`src/rtl/gcad_pkg.sv`:
```
// ----------------------------------------------------------------------------
// gcad_pkg
// Shared types and constants of the GC-ADPCM decoder core.
// ----------------------------------------------------------------------------
package gcad_pkg;

	localparam int unsigned NUM_COEF_PAIRS = 8;
	localparam int unsigned COEF_IDX_W     = 3;
	localparam int unsigned CFG_INDEX_W    = 4;
	localparam int unsigned CFG_DATA_W     = 32;
	localparam int unsigned SHIFT_W        = 4;
	localparam int unsigned POS_W          = 3;
	localparam int unsigned SAMPLE_W       = 16;

	// filter arithmetic: 19-bit shifted nibble, 11 fraction bits, 35-bit sum
	localparam int unsigned NIB_EXT_W = 19;
	localparam int unsigned FRAC_W    = 11;
	localparam int unsigned ACC_W     = 35;
	localparam int unsigned RES_W     = ACC_W - FRAC_W;

	localparam logic signed [ACC_W-1:0] ROUND_BIAS = 35'sd1024;
	localparam logic signed [RES_W-1:0] SAT_MAX    = 24'sd32767;
	localparam logic signed [RES_W-1:0] SAT_MIN    = -24'sd32768;

	typedef enum logic [0:0] {
		ST_IDLE = 1'b0,
		ST_LOW  = 1'b1
	} gcad_state_t;

	// commands from the controller to the datapath
	typedef struct packed {
		logic load_hist;
		logic load_hdr;
		logic calc_hi;
		logic calc_lo;
	} gcad_cmd_t;

	// status from the datapath to the controller
	typedef struct packed {
		logic header_next;
	} gcad_status_t;

endpackage

```
`src/rtl/gcad_ctrl.sv`:
```
// ----------------------------------------------------------------------------
// gcad_ctrl
// Sequencer of the decoder: input handshake, nibble order, output valid.
// ----------------------------------------------------------------------------
module gcad_ctrl
	import gcad_pkg::*;
(
	input  logic         clk,
	input  logic         arst_n,
	input  logic         in_valid,
	output logic         in_stall,
	input  logic         kind,
	input  logic         frame_start,
	output logic         out_valid,
	input  logic         out_stall,
	input  gcad_status_t status,
	output gcad_cmd_t    cmd
);

	gcad_state_t state_q, state_d;
	logic        out_valid_q;
	logic        out_free;
	logic        in_beat;

	// output register can take a new sample this cycle
	assign out_free  = !out_valid_q || !out_stall;
	assign out_valid = out_valid_q;

	always_ff @(posedge clk or negedge arst_n) begin
		if (!arst_n) begin
			state_q     <= ST_IDLE;
			out_valid_q <= 1'b0;
		end else begin
			state_q     <= state_d;
			out_valid_q <= (cmd.calc_hi || cmd.calc_lo) || (out_valid_q && out_stall);
		end
	end

	always_comb begin
		state_d  = state_q;
		cmd      = '0;
		in_stall = 1'b1;
		in_beat  = 1'b0;
		unique case (state_q)
			ST_IDLE: begin
				in_stall = !out_free;
				in_beat  = in_valid && out_free;
				if (in_beat) begin
					if (kind) begin
						cmd.load_hist = 1'b1;
					end else if (frame_start || status.header_next) begin
						cmd.load_hdr = 1'b1;
					end else begin
						cmd.calc_hi = 1'b1;
						state_d     = ST_LOW;
					end
				end
			end
			ST_LOW: begin
				in_stall = 1'b1;
				if (out_free) begin
					cmd.calc_lo = 1'b1;
					state_d     = ST_IDLE;
				end
			end
			default: begin
				state_d = ST_IDLE;
			end
		endcase
	end

	// a sample is never written over one that still waits
	a_no_overwrite: assert property (@(posedge clk) disable iff (!arst_n)
		(cmd.calc_hi || cmd.calc_lo) |-> !(out_valid_q && out_stall))
		else $error("sample register overwritten while stalled");

	// the high nibble is always followed by the low nibble state
	a_hi_then_low: assert property (@(posedge clk) disable iff (!arst_n)
		cmd.calc_hi |=> (state_q == ST_LOW))
		else $error("high nibble not followed by low nibble");

	// after the low nibble the block is ready for the next byte
	a_low_then_idle: assert property (@(posedge clk) disable iff (!arst_n)
		cmd.calc_lo |=> (state_q == ST_IDLE) && out_valid_q)
		else $error("low nibble did not finish the byte");

endmodule

```
`src/rtl/gcad_datapath.sv`:
```
// ----------------------------------------------------------------------------
// gcad_datapath
// Coefficient registers, frame state, history and the nibble filter.
// ----------------------------------------------------------------------------
module gcad_datapath
	import gcad_pkg::*;
(
	input  logic                       clk,
	input  logic                       arst_n,
	input  logic                       cfg_we,
	input  logic [CFG_INDEX_W-1:0]     cfg_index,
	input  logic [CFG_DATA_W-1:0]      cfg_data,
	input  logic [7:0]                 data_byte,
	input  logic signed [SAMPLE_W-1:0] history_newest,
	input  logic signed [SAMPLE_W-1:0] history_older,
	input  gcad_cmd_t                  cmd,
	output gcad_status_t               status,
	output logic signed [SAMPLE_W-1:0] sample,
	output logic                       pair_last
);

	logic [CFG_DATA_W-1:0]      coef_q [NUM_COEF_PAIRS];
	logic signed [SAMPLE_W-1:0] newest_q, older_q;
	logic [SHIFT_W-1:0]         shift_q;
	logic [COEF_IDX_W-1:0]      coef_idx_q;
	logic [POS_W-1:0]           pos_q;
	logic [3:0]                 low_nib_q;
	logic signed [SAMPLE_W-1:0] sample_q;
	logic                       pair_last_q;

	logic [3:0]                 nib;
	logic signed [NIB_EXT_W-1:0] nib_ext, nib_shifted;
	logic signed [SAMPLE_W-1:0] c1, c2;
	logic signed [31:0]         prod1, prod2;
	logic signed [ACC_W-1:0]    acc;
	logic signed [RES_W-1:0]    res;
	logic signed [SAMPLE_W-1:0] res_sat;
	logic                       calc;

	assign calc = cmd.calc_hi || cmd.calc_lo;
	assign status.header_next = (pos_q == '0);

	// high nibble comes straight from the port, low nibble was held
	assign nib         = cmd.calc_hi ? data_byte[7:4] : low_nib_q;
	assign nib_ext     = {{(NIB_EXT_W-4){nib[3]}}, nib};
	assign nib_shifted = nib_ext <<< shift_q;

	assign c1    = coef_q[coef_idx_q][31:16];
	assign c2    = coef_q[coef_idx_q][15:0];
	assign prod1 = c1 * newest_q;
	assign prod2 = c2 * older_q;

	assign acc = {{(ACC_W-NIB_EXT_W-FRAC_W){nib_shifted[NIB_EXT_W-1]}},
			nib_shifted, {FRAC_W{1'b0}}}
		+ ROUND_BIAS
		+ {{(ACC_W-32){prod1[31]}}, prod1}
		+ {{(ACC_W-32){prod2[31]}}, prod2};

	// floor shift is the upper slice of the sum
	assign res = acc[ACC_W-1:FRAC_W];

	always_comb begin
		if (res > SAT_MAX) begin
			res_sat = SAT_MAX[SAMPLE_W-1:0];
		end else if (res < SAT_MIN) begin
			res_sat = SAT_MIN[SAMPLE_W-1:0];
		end else begin
			res_sat = res[SAMPLE_W-1:0];
		end
	end

	always_ff @(posedge clk or negedge arst_n) begin
		if (!arst_n) begin
			for (int i = 0; i < NUM_COEF_PAIRS; i++) begin
				coef_q[i] <= '0;
			end
			newest_q   <= '0;
			older_q    <= '0;
			shift_q    <= '0;
			coef_idx_q <= '0;
			pos_q      <= '0;
		end else begin
			if (cfg_we && (cfg_index < CFG_INDEX_W'(NUM_COEF_PAIRS))) begin
				coef_q[cfg_index[COEF_IDX_W-1:0]] <= cfg_data;
			end
			if (cmd.load_hist) begin
				newest_q <= history_newest;
				older_q  <= history_older;
			end else if (calc) begin
				older_q  <= newest_q;
				newest_q <= res_sat;
			end
			if (cmd.load_hdr) begin
				shift_q    <= data_byte[3:0];
				coef_idx_q <= data_byte[6:4];
				pos_q      <= POS_W'(1);
			end else if (cmd.calc_lo) begin
				pos_q <= pos_q + POS_W'(1);
			end
		end
	end

	// payload registers
	always_ff @(posedge clk) begin
		if (cmd.calc_hi) begin
			low_nib_q <= data_byte[3:0];
		end
		if (calc) begin
			sample_q    <= res_sat;
			pair_last_q <= cmd.calc_lo;
		end
	end

	assign sample    = sample_q;
	assign pair_last = pair_last_q;

endmodule

```
`src/rtl/gc_adpcm_decoder_core.sv`:
```
// ----------------------------------------------------------------------------
// gc_adpcm_decoder_core
// GC-ADPCM frame decoder: one stream byte per input beat, two samples out
// for each data byte.
// ----------------------------------------------------------------------------
//
//  channel | handshake            | payload
//  --------+----------------------+------------------------------------------
//  in      | in_valid / in_stall  | kind, data_byte, frame_start,
//          |                      | history_newest, history_older
//  out     | out_valid / out_stall| sample, pair_last
//  cfg     | cfg_we               | cfg_index, cfg_data (coef pairs 0..7)
//
//  the high nibble of a data byte is filtered in the accept cycle, the low
//  nibble once the output register is free; one filter pass per cycle while
//  the output is not stalled, since each sample feeds the history of the next
//  header and history-load beats produce no sample
//  reset clears history, frame position, shift, coef index and coef pairs
//  a stalled output holds the sample register; the filter and the input
//  wait until the waiting sample is taken
//
module gc_adpcm_decoder_core
	import gcad_pkg::*;
(
	input  logic                       clk,
	input  logic                       arst_n,
	// configuration
	input  logic                       cfg_we,
	input  logic [CFG_INDEX_W-1:0]     cfg_index,
	input  logic [CFG_DATA_W-1:0]      cfg_data,
	// input beats
	input  logic                       in_valid,
	output logic                       in_stall,
	input  logic                       kind,
	input  logic [7:0]                 data_byte,
	input  logic                       frame_start,
	input  logic signed [SAMPLE_W-1:0] history_newest,
	input  logic signed [SAMPLE_W-1:0] history_older,
	// output beats
	output logic                       out_valid,
	input  logic                       out_stall,
	output logic signed [SAMPLE_W-1:0] sample,
	output logic                       pair_last
);

	gcad_cmd_t    cmd;
	gcad_status_t status;

	// sequencer: decides header / history / data and paces the nibbles
	gcad_ctrl u_ctrl (
		.clk         (clk),
		.arst_n      (arst_n),
		.in_valid    (in_valid),
		.in_stall    (in_stall),
		.kind        (kind),
		.frame_start (frame_start),
		.out_valid   (out_valid),
		.out_stall   (out_stall),
		.status      (status),
		.cmd         (cmd)
	);

	// filter, history, frame state and the sample register
	gcad_datapath u_datapath (
		.clk            (clk),
		.arst_n         (arst_n),
		.cfg_we         (cfg_we),
		.cfg_index      (cfg_index),
		.cfg_data       (cfg_data),
		.data_byte      (data_byte),
		.history_newest (history_newest),
		.history_older  (history_older),
		.cmd            (cmd),
		.status         (status),
		.sample         (sample),
		.pair_last      (pair_last)
	);

endmodule

```
`config.mk`:
```
export PLATFORM = sky130hd
export DESIGN_NAME = gc_adpcm_decoder_core
export DESIGN_NICKNAME = d
export VERILOG_FILES = /design/src/rtl/gcad_pkg.sv /design/src/rtl/gcad_ctrl.sv /design/src/rtl/gcad_datapath.sv /design/src/rtl/gc_adpcm_decoder_core.sv
export SDC_FILE = /design/constraint.sdc
export NUM_CORES = 2
export LEC_CHECK = 0
export BUFFER_PORTS_ARGS = -buffer_cell sky130_fd_sc_hd__buf_2
export CORE_ASPECT_RATIO = 1.5
export CORE_UTILIZATION = 55
export DETAILED_ROUTE_END_ITERATION = 8
export GPL_TIMING_DRIVEN = 0
export PLACE_DENSITY = 0.73
export SYNTH_ARGS = -nofsm -noshare
export SYNTH_HDL_FRONTEND = slang
export SYNTH_SLANG_ARGS = --single-unit
```
`constraint.sdc`:
```
create_clock -name clk -period 27.6 [get_ports clk]
set_input_delay 1.38 -clock clk [delete_from_list [all_inputs] [get_ports clk]]
set_output_delay 1.38 -clock clk [all_outputs]
set_load 0.005 [all_outputs]
```
==> reports/results.md <==
### Run status
- outcome: finished clean

### CTS
- post-cts hold buffer count: 0
- count of H-tree levels built during CTS: 2
- buffer levels on the longest clock path: 3
- CTS-repair resized insts: 0
- clock buffer count from CTS: 35
- post-CTS setup repair buffer count: 0
- CTS Sinks: 321
- clock edge transition at the registers on the reported setup and hold paths: 0.06 ns
- insertion delay of the later-clocked pin in the worst-skew pair: 0.56 ns
- Root Buffer: sky130_fd_sc_hd__clkbuf_16
- clock tree from TritonCTS: built

### Synthesis
- Synth Warn #: 0
- gate count of the mapped netlist: 3450
- leading register cell type out of synthesis: sky130_fd_sc_hd__dfrtp_1
- flops & latches, synth: 321
- distinct cell type count after synthesis: 74
- post-synth net total: 4285
- post-synth top area share: 0.300
- top cells by area in the synthesized netlist: sky130_fd_sc_hd__fa_1 (30%), sky130_fd_sc_hd__dfrtp_1 (21%), sky130_fd_sc_hd__mux2_2 (9.0%), sky130_fd_sc_hd__ha_1 (7.1%), sky130_fd_sc_hd__inv_1 (6.5%)
- cell accounting for the most synthesized area: sky130_fd_sc_hd__fa_1
- average cell area after synthesis: 10.6 µm²
- EDFF count, synth: 21
- proportion of synthesized chip area in sequential cells: 0.223
- share of flip-flops with an asynchronous set or reset after synthesis: 0.935
- post-synth design cell area: 36400 µm²

### Layout
- Final Net Count: 4426
- commonest non-fill, non-tap cells in the layout: sky130_fd_sc_hd__inv_1 (635), sky130_fd_sc_hd__fa_1 (545), sky130_fd_sc_hd__nand2_1 (321)
- number of non-filler instances in the completed layout: 4498
- Synth-to-Final Area Change: 8.15%
- share of post-route cells with drive strength above 1: 0.154
- count of filler cells inserted in the layout: 5402
- most frequent standard cell in the layout excluding fill and tap cells: sky130_fd_sc_hd__inv_1

### Setup path
- Critical Path Source Type: register
- cell with the most instances on the worst path: sky130_fd_sc_hd__fa_1
- worst setup path category: reg -> reg
- Crit. End Element: register
- highest cell delay on the worst timing path: 1.03 ns
- biggest fanout along the worst timing path: 10
- WP data required: 27.86 ns
- arrival time reported for the critical path endpoint: 13.37 ns
- critical-path cell with the highest stage delay: sky130_fd_sc_hd__a2111oi_0

### Floorplanning
- width of the die: 212 µm
- Cell Rows: 115
- total core area: 65500 µm²
- ports placed on the boundary: 102
- area of the die: 67300 µm²
- Initial Util: 0.556
- Die H: 317 µm

### Detailed routing
- via count normalized by instance count: 5.69
- post-detailed-route wirelength per cell: 21.5 µm
- residual antenna-violating net count after detailed routing: 0
- count of routing violations after the opening detailed-route iteration: 1837
- number of iterations in the first detailed-routing pass: 5
- post-detailed-routing wire length: 96700 µm
- DRC violations left: 0
- total number of vias: 25600

### STA
- Max Slew Vio Count: 0
- min setup slack post-route: 14.49 ns
- share of the clock period used by the worst path: 0.475
- minimum clock period after layout: 13.11 ns
- clk_skew: 0.0300 ns
- Fmax: 0.0763 GHz
- final setup violation count: 0
- unrepaired setup endpoints after global routing: false
- relative slew slack: 0.152
- Setup Total Neg Slack: 0 ns
- Hold Vio Cnt, Final: 0
- transition time of the tightest slew-check pin: 1.27 ns

### Placed design
- setup slack after placement: 14.58 ns
- placed wire-length estimate: 78100 µm
- last weighted congestion value of the routability-driven placer: 0.973
- placed cell count: 4431
- number of buffer cells added on primary ports: 99

### Worst hold path
- Worst Hold Class: reg -> reg

### GRT
- antenna violations before repair: 9
- met3 Resource Use GR: 0.0437
- total grt overflow: 0
- first-pass GRT wire length: 152000 µm
- met2 Track Usage GR: 0.517
- global-route track usage on met1: 0.364
- GRT Total Usage: 0.302
- largest net degree at the start of global routing: 104
- layer carrying the most global-route usage: met2
- number of global-route vias before repair: 27400

### Job
- reported max-cap violation count: 0

[per-layer routing]
metal | up-vias | part of all wire
met3 | 308 | 0.058
li1 | 11300 | -
met4 | 4 | 0.065
met1 | 13100 | 0.37
met5 | - | 0.00024
met2 | 886 | 0.50
[synthesized netlist by cell type (all sizes together) (3+ instances only)]
master  count
or2        16
clkbuf    124
a221oi      3
a21oi      99
nor3       22
nor4        4
a211o       5
and2      175
or3         9
nand3      21
and3       30
a22oi       3
o21a       17
o21bai     16
or4         4
o311ai     14
a21o       33
nor2       85
fa        545
o211ai      5
a211oi     14
xnor2      62
dfrtp     300
o31ai       9
buf        29
nand4       6
nand2b     32
mux2      290
nand3b      8
a31oi      27
mux4       64
a311oi      4
ha        207
nor2b      63
a21boi      5
xor2       24
nor3b       5
o21ai      54
mux2i      15
o22ai       3
inv       635
nand2     321
edfxtp     21
and4        3
[registers in the layout (all words and copies together) (netlist names)]
signal                 cells
u_datapath.coef_q        256
u_datapath.newest_q       16
u_datapath.older_q        16
u_datapath.sample         16
u_datapath.low_nib_q       4
u_datapath.shift_q         4
u_datapath.coef_idx_q      3
u_datapath.pos_q           3
u_ctrl.out_valid           1
u_ctrl.state_q             1
u_datapath.pair_last       1
[worst paths after layout]
| kind | slack, ns | endpoint | from | depth (start not counted) |
|---|---|---|---|---|
| max in group asynchronous | 25.70 | u_datapath.coef_q[189] | arst_n | 3 |
| hold reg to reg | 0.50 | u_datapath.coef_q[178] | u_datapath.coef_q[178] | 1 |
| min in group asynchronous | 0.67 | u_datapath.coef_q[110] | arst_n | 1 |
| hold / removal | 0.50 | u_datapath.coef_q[178] | u_datapath.coef_q[178] | 1 |
| setup reg to reg | 14.49 | u_datapath.sample[11] | u_datapath.coef_idx_q[0] | 39 |
| setup / recovery | 14.49 | u_datapath.sample[11] | u_datapath.coef_idx_q[0] | 39 |
[cell families after synthesis]
logic type               count (synthesis)  share of synthesized area
AND/OR/NAND/NOR                        805                      0.110
buffers and inverters                  788                     0.0820
adder cells (fa/ha/maj)                752                      0.371
multiplexers                           369                      0.134
AO/OA/AOI/OAI                          329                     0.0592
flip-flops                             321                      0.223
XOR/XNOR                                86                     0.0207
[metrics by stage]
stage / instance area, µm² / utilization / hold slack [ns]
after detailed placement: 38100 / 0.582 / 0.489
after global routing: 39400 / 0.601 / 0.503
after CTS: 39400 / 0.601 / 0.501
after global placement: 38000 / 0.581 / 0.482
final: 39400 / 0.601 / 0.500
after floorplan: 36400 / - / 0.474
[final cells by class]
type	instances	area (µm²)	share of cell area
multi-input cells	2341	25300	0.642
flip-flops and latches	321	8140	0.207
inverters	635	2380	0.0605
well taps	877	1100	0.0279
clock buffers	50	1030	0.0262
repair buffers	104	618	0.0157
plain buffers	153	603	0.0153
clock inverters	12	194	0.00492
diodes	5	12.5	0.000318
[critical path, delay by kind of cell (launching register included)]
family                   cells  cell delay [ns]
flip-flops                   1             0.32
buffers and inverters        9             2.15
adder cells (fa/ha/maj)      9             4.10
AND/OR/NAND/NOR              6             1.34
AO/OA/AOI/OAI               12             3.57
XOR/XNOR                     1             0.28
multiplexers                 2             1.01
Power is left out: the tool's default activity adds up to more than one toggle a clock period on the data nets, which glitch-free logic cannot reach.
